[config.mk]
export PLATFORM = sky130hd
export DESIGN_NAME = inclusive_date_day_count_top
export DESIGN_NICKNAME = d
export VERILOG_FILES = /design/src/sv/idc_pkg.sv /design/src/sv/idc_serial.sv /design/src/sv/inclusive_date_day_count_top.sv
export SDC_FILE = /design/constraint.sdc
export NUM_CORES = 1
export LEC_CHECK = 0
export BUFFER_PORTS_ARGS = -buffer_cell sky130_fd_sc_hd__buf_4
export CORE_MARGIN = 10
export CORE_UTILIZATION = 55
export CTS_CLUSTER_DIAMETER = 100
export DETAILED_ROUTE_END_ITERATION = 10
export HOLD_SLACK_MARGIN = 0.05
export PLACE_DENSITY_LB_ADDON = 0.08
export SLEW_MARGIN = 5
export SYNTH_ARGS = -nofsm -noshare
export SYNTH_HDL_FRONTEND = slang
export SYNTH_HIERARCHICAL = 1
export SYNTH_SLANG_ARGS = --single-unit
[constraint.sdc]
create_clock -name clk -period 7.5 [get_ports clk]
set_input_delay 1.125 -clock clk [delete_from_list [all_inputs] [get_ports clk]]
set_output_delay 1.125 -clock clk [all_outputs]
set_load 0.01 [all_outputs]
[src/sv/idc_pkg.sv]
package idc_pkg;

  localparam int unsigned DayW    = 5;
  localparam int unsigned MonthW  = 4;
  localparam int unsigned YearW   = 14;
  localparam int unsigned CountW  = 22;
  localparam int unsigned SerialW = 23;
  localparam int unsigned Q100W   = 8;
  localparam int unsigned R100W   = 7;
  localparam int unsigned CumW    = 9;

  // floor(y / 100) == (y * Recip100) >> Recip100Sh for every 14-bit y
  localparam int unsigned Recip100   = 5243;
  localparam int unsigned Recip100Sh = 19;
  localparam int unsigned RecipW     = 13;

  localparam logic [MonthW-1:0] MonthJan = 4'd1;
  localparam logic [MonthW-1:0] MonthFeb = 4'd2;
  localparam logic [MonthW-1:0] MonthDec = 4'd12;

  localparam logic [CountW-1:0] CountMax = {CountW{1'b1}};

  typedef struct packed {
    logic [SerialW-1:0] serial;
    logic               ok;
  } idc_date_t;

  function automatic logic [DayW-1:0] month_len(input logic [MonthW-1:0] m);
    logic [DayW-1:0] len;
    case (m)
      4'd1:    len = 5'd31;
      4'd2:    len = 5'd28;
      4'd3:    len = 5'd31;
      4'd4:    len = 5'd30;
      4'd5:    len = 5'd31;
      4'd6:    len = 5'd30;
      4'd7:    len = 5'd31;
      4'd8:    len = 5'd31;
      4'd9:    len = 5'd30;
      4'd10:   len = 5'd31;
      4'd11:   len = 5'd30;
      4'd12:   len = 5'd31;
      default: len = 5'd0;
    endcase
    return len;
  endfunction

  // days in the months before month m of a common year
  function automatic logic [CumW-1:0] month_base(input logic [MonthW-1:0] m);
    logic [CumW-1:0] base;
    case (m)
      4'd1:    base = 9'd0;
      4'd2:    base = 9'd31;
      4'd3:    base = 9'd59;
      4'd4:    base = 9'd90;
      4'd5:    base = 9'd120;
      4'd6:    base = 9'd151;
      4'd7:    base = 9'd181;
      4'd8:    base = 9'd212;
      4'd9:    base = 9'd243;
      4'd10:   base = 9'd273;
      4'd11:   base = 9'd304;
      4'd12:   base = 9'd334;
      default: base = 9'd0;
    endcase
    return base;
  endfunction

endpackage

[src/sv/idc_serial.sv]
module idc_serial
  import idc_pkg::*;
(
  input  logic              clk,
  input  logic [DayW-1:0]   day,
  input  logic [MonthW-1:0] month,
  input  logic [YearW-1:0]  year,
  output idc_date_t         date
);

  localparam int unsigned ProdW = YearW + RecipW;

  // stage a: quotient by 100
  logic [DayW-1:0]   day_a_r;
  logic [MonthW-1:0] month_a_r;
  logic [YearW-1:0]  year_a_r;
  logic [Q100W-1:0]  q100_a_r;
  logic [ProdW-1:0]  prod_nxt;

  assign prod_nxt = ProdW'(year) * ProdW'(Recip100);

  always_ff @(posedge clk) begin
    day_a_r   <= day;
    month_a_r <= month;
    year_a_r  <= year;
    q100_a_r  <= prod_nxt[Recip100Sh +: Q100W];
  end

  // stage b: leap year, validity, ceiling terms
  logic [R100W-1:0]  r100_nxt;
  logic [YearW-1:0]  q100x100;
  logic              leap_nxt;
  logic [DayW-1:0]   dim_nxt;
  logic              ok_nxt;
  logic [CumW-1:0]   cum_nxt;
  logic [YearW-2:0]  c4_nxt;
  logic [Q100W-1:0]  c100_nxt;
  logic [Q100W-2:0]  c400_nxt;

  logic [DayW-1:0]   day_b_r;
  logic [YearW-1:0]  year_b_r;
  logic              ok_b_r;
  logic [CumW-1:0]   cum_b_r;
  logic [YearW-2:0]  c4_b_r;
  logic [Q100W-1:0]  c100_b_r;
  logic [Q100W-2:0]  c400_b_r;

  always_comb begin
    q100x100 = YearW'(q100_a_r) * YearW'(100);
    r100_nxt = R100W'(year_a_r - q100x100);
    leap_nxt = ((year_a_r[1:0] == 2'd0) && (r100_nxt != '0)) ||
               ((r100_nxt == '0) && (q100_a_r[1:0] == 2'd0));
    dim_nxt  = month_len(month_a_r);
    if ((month_a_r == MonthFeb) && leap_nxt) begin
      dim_nxt = dim_nxt + 5'd1;
    end
    ok_nxt   = (month_a_r >= MonthJan) && (month_a_r <= MonthDec) &&
               (day_a_r != '0) && (day_a_r <= dim_nxt);
    cum_nxt  = month_base(month_a_r);
    if ((month_a_r > MonthFeb) && leap_nxt) begin
      cum_nxt = cum_nxt + 9'd1;
    end
    c4_nxt   = year_a_r[YearW-1:2] + (YearW-1)'(year_a_r[1:0] != 2'd0);
    c100_nxt = q100_a_r + Q100W'(r100_nxt != '0);
    c400_nxt = q100_a_r[Q100W-1:2] +
               (Q100W-1)'((r100_nxt != '0) || (q100_a_r[1:0] != 2'd0));
  end

  always_ff @(posedge clk) begin
    day_b_r  <= day_a_r;
    year_b_r <= year_a_r;
    ok_b_r   <= ok_nxt;
    cum_b_r  <= cum_nxt;
    c4_b_r   <= c4_nxt;
    c100_b_r <= c100_nxt;
    c400_b_r <= c400_nxt;
  end

  // stage c: serial day number
  logic [SerialW-1:0] serial_nxt;
  logic [SerialW-1:0] serial_c_r;
  logic               ok_c_r;

  assign serial_nxt = SerialW'(year_b_r) * SerialW'(365)
                    + SerialW'(c4_b_r) - SerialW'(c100_b_r) + SerialW'(c400_b_r)
                    + SerialW'(cum_b_r) + SerialW'(day_b_r);

  always_ff @(posedge clk) begin
    serial_c_r <= serial_nxt;
    ok_c_r     <= ok_b_r;
  end

  assign date.serial = serial_c_r;
  assign date.ok     = ok_c_r;

endmodule

[src/sv/inclusive_date_day_count_top.sv]
// channel  ports                                        handshake
// in       in_first_*/in_second_* (day, month, year)   start && !busy
// out      out_day_count, out_dates_valid              out_valid, one cycle
//
// an item enters every cycle; busy stays low
// the result strobe follows start through three stages per date
// (divide by 100, leap and month offset, serial sum) and one for the difference
// synchronous active-low reset clears the valid bits only
// the receiver cannot stall, so the pipeline never holds
module inclusive_date_day_count_top
  import idc_pkg::*;
(
  input  logic              clk,
  input  logic              rst_n,
  input  logic              start,
  output logic              busy,
  input  logic [DayW-1:0]   in_first_day,
  input  logic [MonthW-1:0] in_first_month,
  input  logic [YearW-1:0]  in_first_year,
  input  logic [DayW-1:0]   in_second_day,
  input  logic [MonthW-1:0] in_second_month,
  input  logic [YearW-1:0]  in_second_year,
  output logic              out_valid,
  output logic [CountW-1:0] out_day_count,
  output logic              out_dates_valid
);

  idc_date_t date1;
  idc_date_t date2;
  logic      accept;

  assign busy   = 1'b0;
  assign accept = start && !busy;

  idc_serial u_serial1 (
    .clk   (clk),
    .day   (in_first_day),
    .month (in_first_month),
    .year  (in_first_year),
    .date  (date1)
  );

  idc_serial u_serial2 (
    .clk   (clk),
    .day   (in_second_day),
    .month (in_second_month),
    .year  (in_second_year),
    .date  (date2)
  );

  logic [2:0] vld_r;
  logic       out_valid_r;

  always_ff @(posedge clk) begin
    if (!rst_n) begin
      vld_r       <= '0;
      out_valid_r <= 1'b0;
    end else begin
      vld_r       <= {vld_r[1:0], accept};
      out_valid_r <= vld_r[2];
    end
  end

  // stage d: inclusive difference with saturation
  logic [SerialW-1:0] diff;
  logic [SerialW:0]   cnt;
  logic [CountW-1:0]  count_nxt;
  logic               ok_nxt;
  logic [CountW-1:0]  count_r;
  logic               ok_r;

  always_comb begin
    if (date1.serial >= date2.serial) begin
      diff = date1.serial - date2.serial;
    end else begin
      diff = date2.serial - date1.serial;
    end
    cnt    = {1'b0, diff} + (SerialW+1)'(1);
    ok_nxt = date1.ok && date2.ok;
    if (!ok_nxt) begin
      count_nxt = '0;
    end else if (cnt > (SerialW+1)'(CountMax)) begin
      count_nxt = CountMax;
    end else begin
      count_nxt = cnt[CountW-1:0];
    end
  end

  always_ff @(posedge clk) begin
    count_r <= count_nxt;
    ok_r    <= ok_nxt;
  end

  assign out_valid       = out_valid_r;
  assign out_day_count   = count_r;
  assign out_dates_valid = ok_r;

  a_latency: assert property (@(posedge clk) disable iff (!rst_n)
    accept |-> ##4 out_valid)
    else $error("item did not reach the output after four cycles");

  a_no_ghost: assert property (@(posedge clk) disable iff (!rst_n)
    out_valid |-> $past(start, 4))
    else $error("result strobe without a matching item");

  a_invalid_zero: assert property (@(posedge clk) disable iff (!rst_n)
    out_valid && !out_dates_valid |-> out_day_count == '0)
    else $error("invalid dates gave a nonzero count");

  a_valid_nonzero: assert property (@(posedge clk) disable iff (!rst_n)
    out_valid && out_dates_valid |-> out_day_count != '0)
    else $error("valid dates gave a zero count");

endmodule
### Yosys cells after proc, flatten, opt, wreduce, memory -nomap -nowiden

Memory sizes are Yosys's and may differ from the RTL's. A register that Yosys moved wholly into a read port is not among the register bits.
Index checks and enable logic that the tools add are counted.

| storage, ports and cells | value |
|---|---|
| register bits | 251 |
| ROM bits | 448 |
| output and inout port bits | 25 |
| word-level logic and storage cells | 116 |
| memories kept | 4 |

Memories:

| memory | words | width | rd ports | clocked after memory_dff | write ports | line | text |
|---|---|---|---|---|---|---|---|
| (name not given) | 16 | 9 | 1 | 1 | 0 | idc_pkg.sv:51 | `case (m)` |
| (name not given) | 16 | 9 | 1 | 1 | 0 | idc_pkg.sv:51 |  |
| (name not given) | 16 | 5 | 1 | 1 | 0 | idc_pkg.sv:30 | `case (m)` |
| (name not given) | 16 | 5 | 1 | 1 | 0 | idc_pkg.sv:30 |  |

| operators by class | value |
|---|---|
| $add $sub $neg | 25 |
| $mul | 6 |
| order comparisons | 10 |
| equality and inequality tests | 2 |
| mux-type cells | 6 |
| reductions and logical operators | 33 |

Operators by type and width:

| operator | number |
|---|---|
| multiplier 14 x 13 -> 27 bit (second input constant) | 2 |
| adder 23 x 13 -> 23 bit | 2 |
| adder 23 x 5 -> 23 bit | 2 |
| adder 23 x 7 -> 23 bit | 2 |
| adder 23 x 9 -> 23 bit | 2 |
| multiplier 14 x 9 -> 23 bit (second input constant) | 2 |
| subtractor 23 bit | 2 |
| subtractor 23 x 8 -> 23 bit | 2 |
| adder 12 x 1 -> 13 bit | 2 |
| adder 23 x 1 -> 24 bit (second input constant) | 1 |
| > comparator 24 x 22 -> 1 bit (second input constant) | 1 |
| >= comparator 23 bit | 1 |
| 2-to-1 mux 23 bit | 1 |
| 2-to-1 mux 22 bit | 1 |
| adder 9 x 1 -> 9 bit (second input constant) | 2 |
| 2-to-1 mux 9 bit | 2 |
| adder 8 x 1 -> 8 bit | 2 |
| multiplier 8 x 5 -> 5 bit (second input constant) | 2 |
| logical AND 1 bit | 15 |
| adder 6 x 1 -> 7 bit | 2 |
| zero test 7 bit | 2 |
| nonzero test 7 bit | 2 |
| subtractor 7 bit | 2 |
| adder 5 x 1 -> 5 bit (second input constant) | 2 |
| 10 further kinds | 26 |

### Depth between registers and ports, before layout

| depth | value |
|---|---|
| word-level depth | 9 |
| depth in mapped cells | 23 |
| depth with buffers taken out | 20 |

### By module

Netlist, hierarchy kept.

By module, submodules not included:

| module | times used | cells each | area each (um^2) | seq. area each (um^2) |
|---|---|---|---|---|
| idc_serial (u_serial1) | 1 | 1188 | 12035.3 | 2482.4 |
| idc_serial (u_serial2) | 1 | 1173 | 11918.9 | 2482.4 |
| inclusive_date_day_count_top | 1 | 547 | 4162.7 | 540.5 |

### Worst setup path after synthesis

No wires, ideal clock.

| timing path | value |
|---|---|
| path kind | input port to flip-flop |
| from | input in_first_year[11] |
| to | register u_serial1.q100_a_r[7] |
| library setup time | 0.115 ns |
| arrival | 5.240 ns |
| data required time | 7.385 ns |
| setup slack | 2.145 ns |
| stages | 15 |
| path buffers | 0 |
| cell sequence | fa_1 > ha_1 > fa_1 > inv_1 > fa_1 > fa_1 > inv_1 > ha_1 > and3_1 > a221oi_1 > o21ai_1 > a41oi_1 > o211ai_1 > or4_1 > and3_1 |

| on the way | value |
|---|---|
| cells in the longest elaborated chain, start to end | 1 |

RTL lines:

| what | line | text |
|---|---|---|
| from (decl) | inclusive_date_day_count_top.sv:19 | `input logic [YearW-1:0] in_first_year,` |
| multiplier 14 x 13 -> 27 bit | idc_serial.sv:20 | `assign prod_nxt = ProdW'(year) * ProdW'(Recip100);` |
| named net u_serial1.prod_nxt[26] | idc_serial.sv:18 | `logic [ProdW-1:0] prod_nxt;` |
| to (signal assigned) | idc_serial.sv:26 | `q100_a_r <= prod_nxt[Recip100Sh +: Q100W];` |
| to (decl) | idc_serial.sv:17 | `logic [Q100W-1:0] q100_a_r;` |

The timed path passes the listed nets, and every way through them passes these cells.
A chain may end at the register's enable or synchronous reset.

### Final worst setup path

| timing path | value |
|---|---|
| from | register u_serial2.year_b_r[4] |
| to | register u_serial2.serial_c_r[20] |

| on the way | value |
|---|---|
| cells in the longest elaborated chain, start to end | 6 |

RTL lines:

| what | line | text |
|---|---|---|
| from (decl) | idc_serial.sv:41 | `logic [YearW-1:0] year_b_r;` |
| from (signal assigned) | idc_serial.sv:71 | `year_b_r <= year_a_r;` |
| multiplier 14 x 9 -> 23 bit | idc_serial.sv:84 | `assign serial_nxt = SerialW'(year_b_r) * SerialW'(365)` |
| adder 23 x 13 -> 23 bit | idc_serial.sv:85 | `+ SerialW'(c4_b_r) - SerialW'(c100_b_r) + SerialW'(c400_b_r)` |
| subtractor 23 x 8 -> 23 bit | idc_serial.sv:85 |  |
| adder 23 x 7 -> 23 bit | idc_serial.sv:85 |  |
| adder 23 x 9 -> 23 bit | idc_serial.sv:86 | `+ SerialW'(cum_b_r) + SerialW'(day_b_r);` |
| adder 23 x 5 -> 23 bit | idc_serial.sv:86 |  |
| named net u_serial2.serial_nxt[20] | idc_serial.sv:80 | `logic [SerialW-1:0] serial_nxt;` |
| to (signal assigned) | idc_serial.sv:89 | `serial_c_r <= serial_nxt;` |
| to (decl) | idc_serial.sv:81 | `logic [SerialW-1:0] serial_c_r;` |

The timed path passes the listed nets, and every way through them passes these cells.

==> summary.txt <==
Clock tree
  – Post-CTS setup buffers: 0
  – Clock Path Buffers: 3
  – Root Buffer: clkbuf_16
  – Clock slew at reported path FFs: roughly 0.060 ns
  – Worst skew pair latency: 0.54 ns
  – H-tree Lvls: 2
  – Sink Count: 275
  – CTS resizes: 0
  – Cts-stage hold buffer count: 0
  – CTS buffer count: 34
  – TritonCTS clock tree: done

Setup path
  – Critical path buffers and inverters: 4
  – Kind of critical path: reg2reg
  – Top delay family on crit path: adder cells
  – Reg-to-Reg Start: u_serial2/year_b_r[4]
  – Largest stage delay on the critical path: about 0.58 ns
  – CP startpoint kind: register
  – Worst EP required: a little under 8 ns
  – R2R cell count: 18
  – Worst path cell trace: inv_1 > fa_1 > fa_1 > inv_1 > ha_1 > fa_1 > fa_1 > inv_1 > fa_1 > inv_1 > ha_1 > a21o_1 > a21oi_2 > a21oi_1 > o41ai_2 > o221ai_2 > and4_1 > nor3_1
  – Worst R2R End: u_serial2/serial_c_r[20]
  – CP arrival: between 6 and 7 ns
  – Reg2reg setup slack: between 1.5 and 2 ns
  – Worst Path Max Fanout: 5
  – Crit path from: u_serial2/year_b_r[4]
  – Slowest CP cell: o41ai_2
  – Most frequent cell on the critical path: fa_1
  – Setup crit end kind: register

Yosys
  – Largest area contributor in the netlist: ha_1
  – Syn Std Cell Area: 28100 sq um
  – Post-synthesis sequential area ratio: between 10% and 20%
  – Avg Inst Size Synth: between 9 and 10 sq um
  – FFs w/ async S/R, synth: 0%
  – Yosys warning total: 6
  – Ys flop type: dfxtp_1
  – Top post-synthesis cells by area: ha_1, fa_1, dfxtp_1
  – Post-synth EDFFs: 0
  – Post-synthesis register bit count: 275
  – Syn nets: 3785
  – Mapped Cells: 2908
  – Yosys cell types: 104
  – Synth top area share: a little under a quarter

Place
  – HPWL Detailed: between 50000 and 60000 um
  – Count of input and output buffers: 72
  – Place WS: roughly 1.6 ns
  – Dpl cell area: 29200 sq um
  – DP Cell Count: 3607
  – Gpl congestion: around 0.9

GRT
  – Most Crowded Layer GR: met2
  – Antenna violations before repair: 0
  – Global-route wire length before repair: 102000 um
  – Vias in the first global route: about 20000
  – Met1 Use GR: 26.7%
  – Met2 usage in global routing: 36.4%
  – Grt met3 use: 1.87%
  – Largest net degree at the start of global routing: 21
  – Grt ovf: 0
  – GRT Resource Usage Total: ~21%

STA
  – Final slew viol count: 0
  – Layout Skew: 0.0265 ns
  – Min Tclk post-route: between 5 and 6 ns
  – Actual slew at the worst max-slew pin: around 1.2 ns
  – Final setup viols: 0
  – Slew headroom: 22.1%
  – Top achievable clock speed: approximately 170 MHz
  – Final period util: roughly 78%
  – Final worst slack: ~1.7 ns
  – RSZ-0062 raised after global routing: no
  – Setup TNS: 0 ns
  – Endpoints failing hold: 0

Finish
  – Final nets: 3848
  – Layout cell share with drive strength beyond 1: about 6.7%
  – Most frequent cells in the layout: inv_1, ha_1, fa_1
  – Commonest non-fill, non-tap cell in the layout: inv_1
  – Final std cells w/o fill: about 3700
  – Syn-to-layout area delta: 8.23%
  – Diode count: 0
  – Final instance area: ~30000 sq um

Min path
  – Worst Hold Launch: u_serial2/ok_b_r
  – End of the worst hold path: u_serial2/ok_c_r
  – Worst hold stages: 0
  – Hold Path Class: reg2reg

Floorplanning
  – Die area: between 60000 and 70000 sq um
  – Starting density of the core: a little under three fifths
  – Die width: around 250 um
  – Rows: about 80
  – IO Count: 74
  – Die height: 246 um
  – CORE AREA: between 50000 and 60000 sq um

Route
  – Initial DRC count: 1003
  – DRC violations left: 0
  – First-pass DRT Iterations: 5
  – Final Routed Wirelength: just over 60000 um
  – WL/cell: around 17 um
  – Detail Route Antenna Nets: 0
  – Routed vias/inst: ~5.2
  – Via count: roughly 19000

Run
  – Max Cap Viol: 0

Outcome
  – Status: complete, no violations
how the worst max path moves through the flow:
stage | endpoint | cells past startpoint
6_report | u_serial2/serial_c_r[20] | 18
5_1_grt | u_serial2/serial_c_r[20] | 18
4_1_cts | u_serial2/serial_c_r[20] | 18
3_5_place_dp | u_serial1/q100_a_r[7] | 16
3_3_place_gp | u_serial1/q100_a_r[7] | 16
2_1_floorplan | u_serial1/q100_a_r[7] | 15
layout make-up:
class | instances | area, sq um
fillers | 4365 | 19900
clock inverters | 16 | 204
multi-input cells | 1875 | 19700
inverters | 711 | 2670
well taps | 672 | 841
clock buffers | 44 | 990
flip-flops and latches | 275 | 5510
repair buffers | 74 | 556
stage by stage:
step	utilization [%]	hold WS, ns
5_1_grt	60.4	0.336
3_5_place_dp	58.0	0.313
6_report	60.4	0.323
3_3_place_gp	58.0	0.311
4_1_cts	60.4	0.323
2_1_floorplan	-	0.310
sequential cells by signal, summed over array words and instances, names as in the netlist, 14 cells and up, named ones only:
name,flops
u_serial1/serial_c_r,23
u_serial1/year_a_r,14
u_serial2/year_b_r,14
u_serial1/year_b_r,14
u_serial2/serial_c_r,23
u_serial2/year_a_r,14
out_day_count,22
Yosys cell counts (20+ instances only):
library cell	count
and3_1	31
nand3_1	61
nor2b_1	21
a21o_1	33
nor3_1	31
o21ai_0	69
a21oi_1	120
dfxtp_1	275
nand4_1	29
nand2_1	97
xor2_1	51
inv_1	711
nor2_1	99
o21a_1	20
ha_1	514
fa_1	314
xnor2_1	105
cell families after synthesis:
group	after synthesis	synth area share [%]
AOI/OAI and AO/OA	388	9.39
xor gates and xnor gates	163	5.35
adders and majority gates	828	45.2
buffers and inverters	758	10.5
DFF	275	19.6
muxes	25	1.01
other	1	0.0133
and+or+nand+nor	470	8.95
per-layer routing:
layer,wire length (um),vias to the layer above
li1,-,9467
met1,28200,9207
met2,29700,291
met3,1630,70
met4,1240,0
met5,0,-
Power is left out: the tool's default activity adds up to more than one toggle a clock period on the data nets, which glitch-free logic cannot reach.
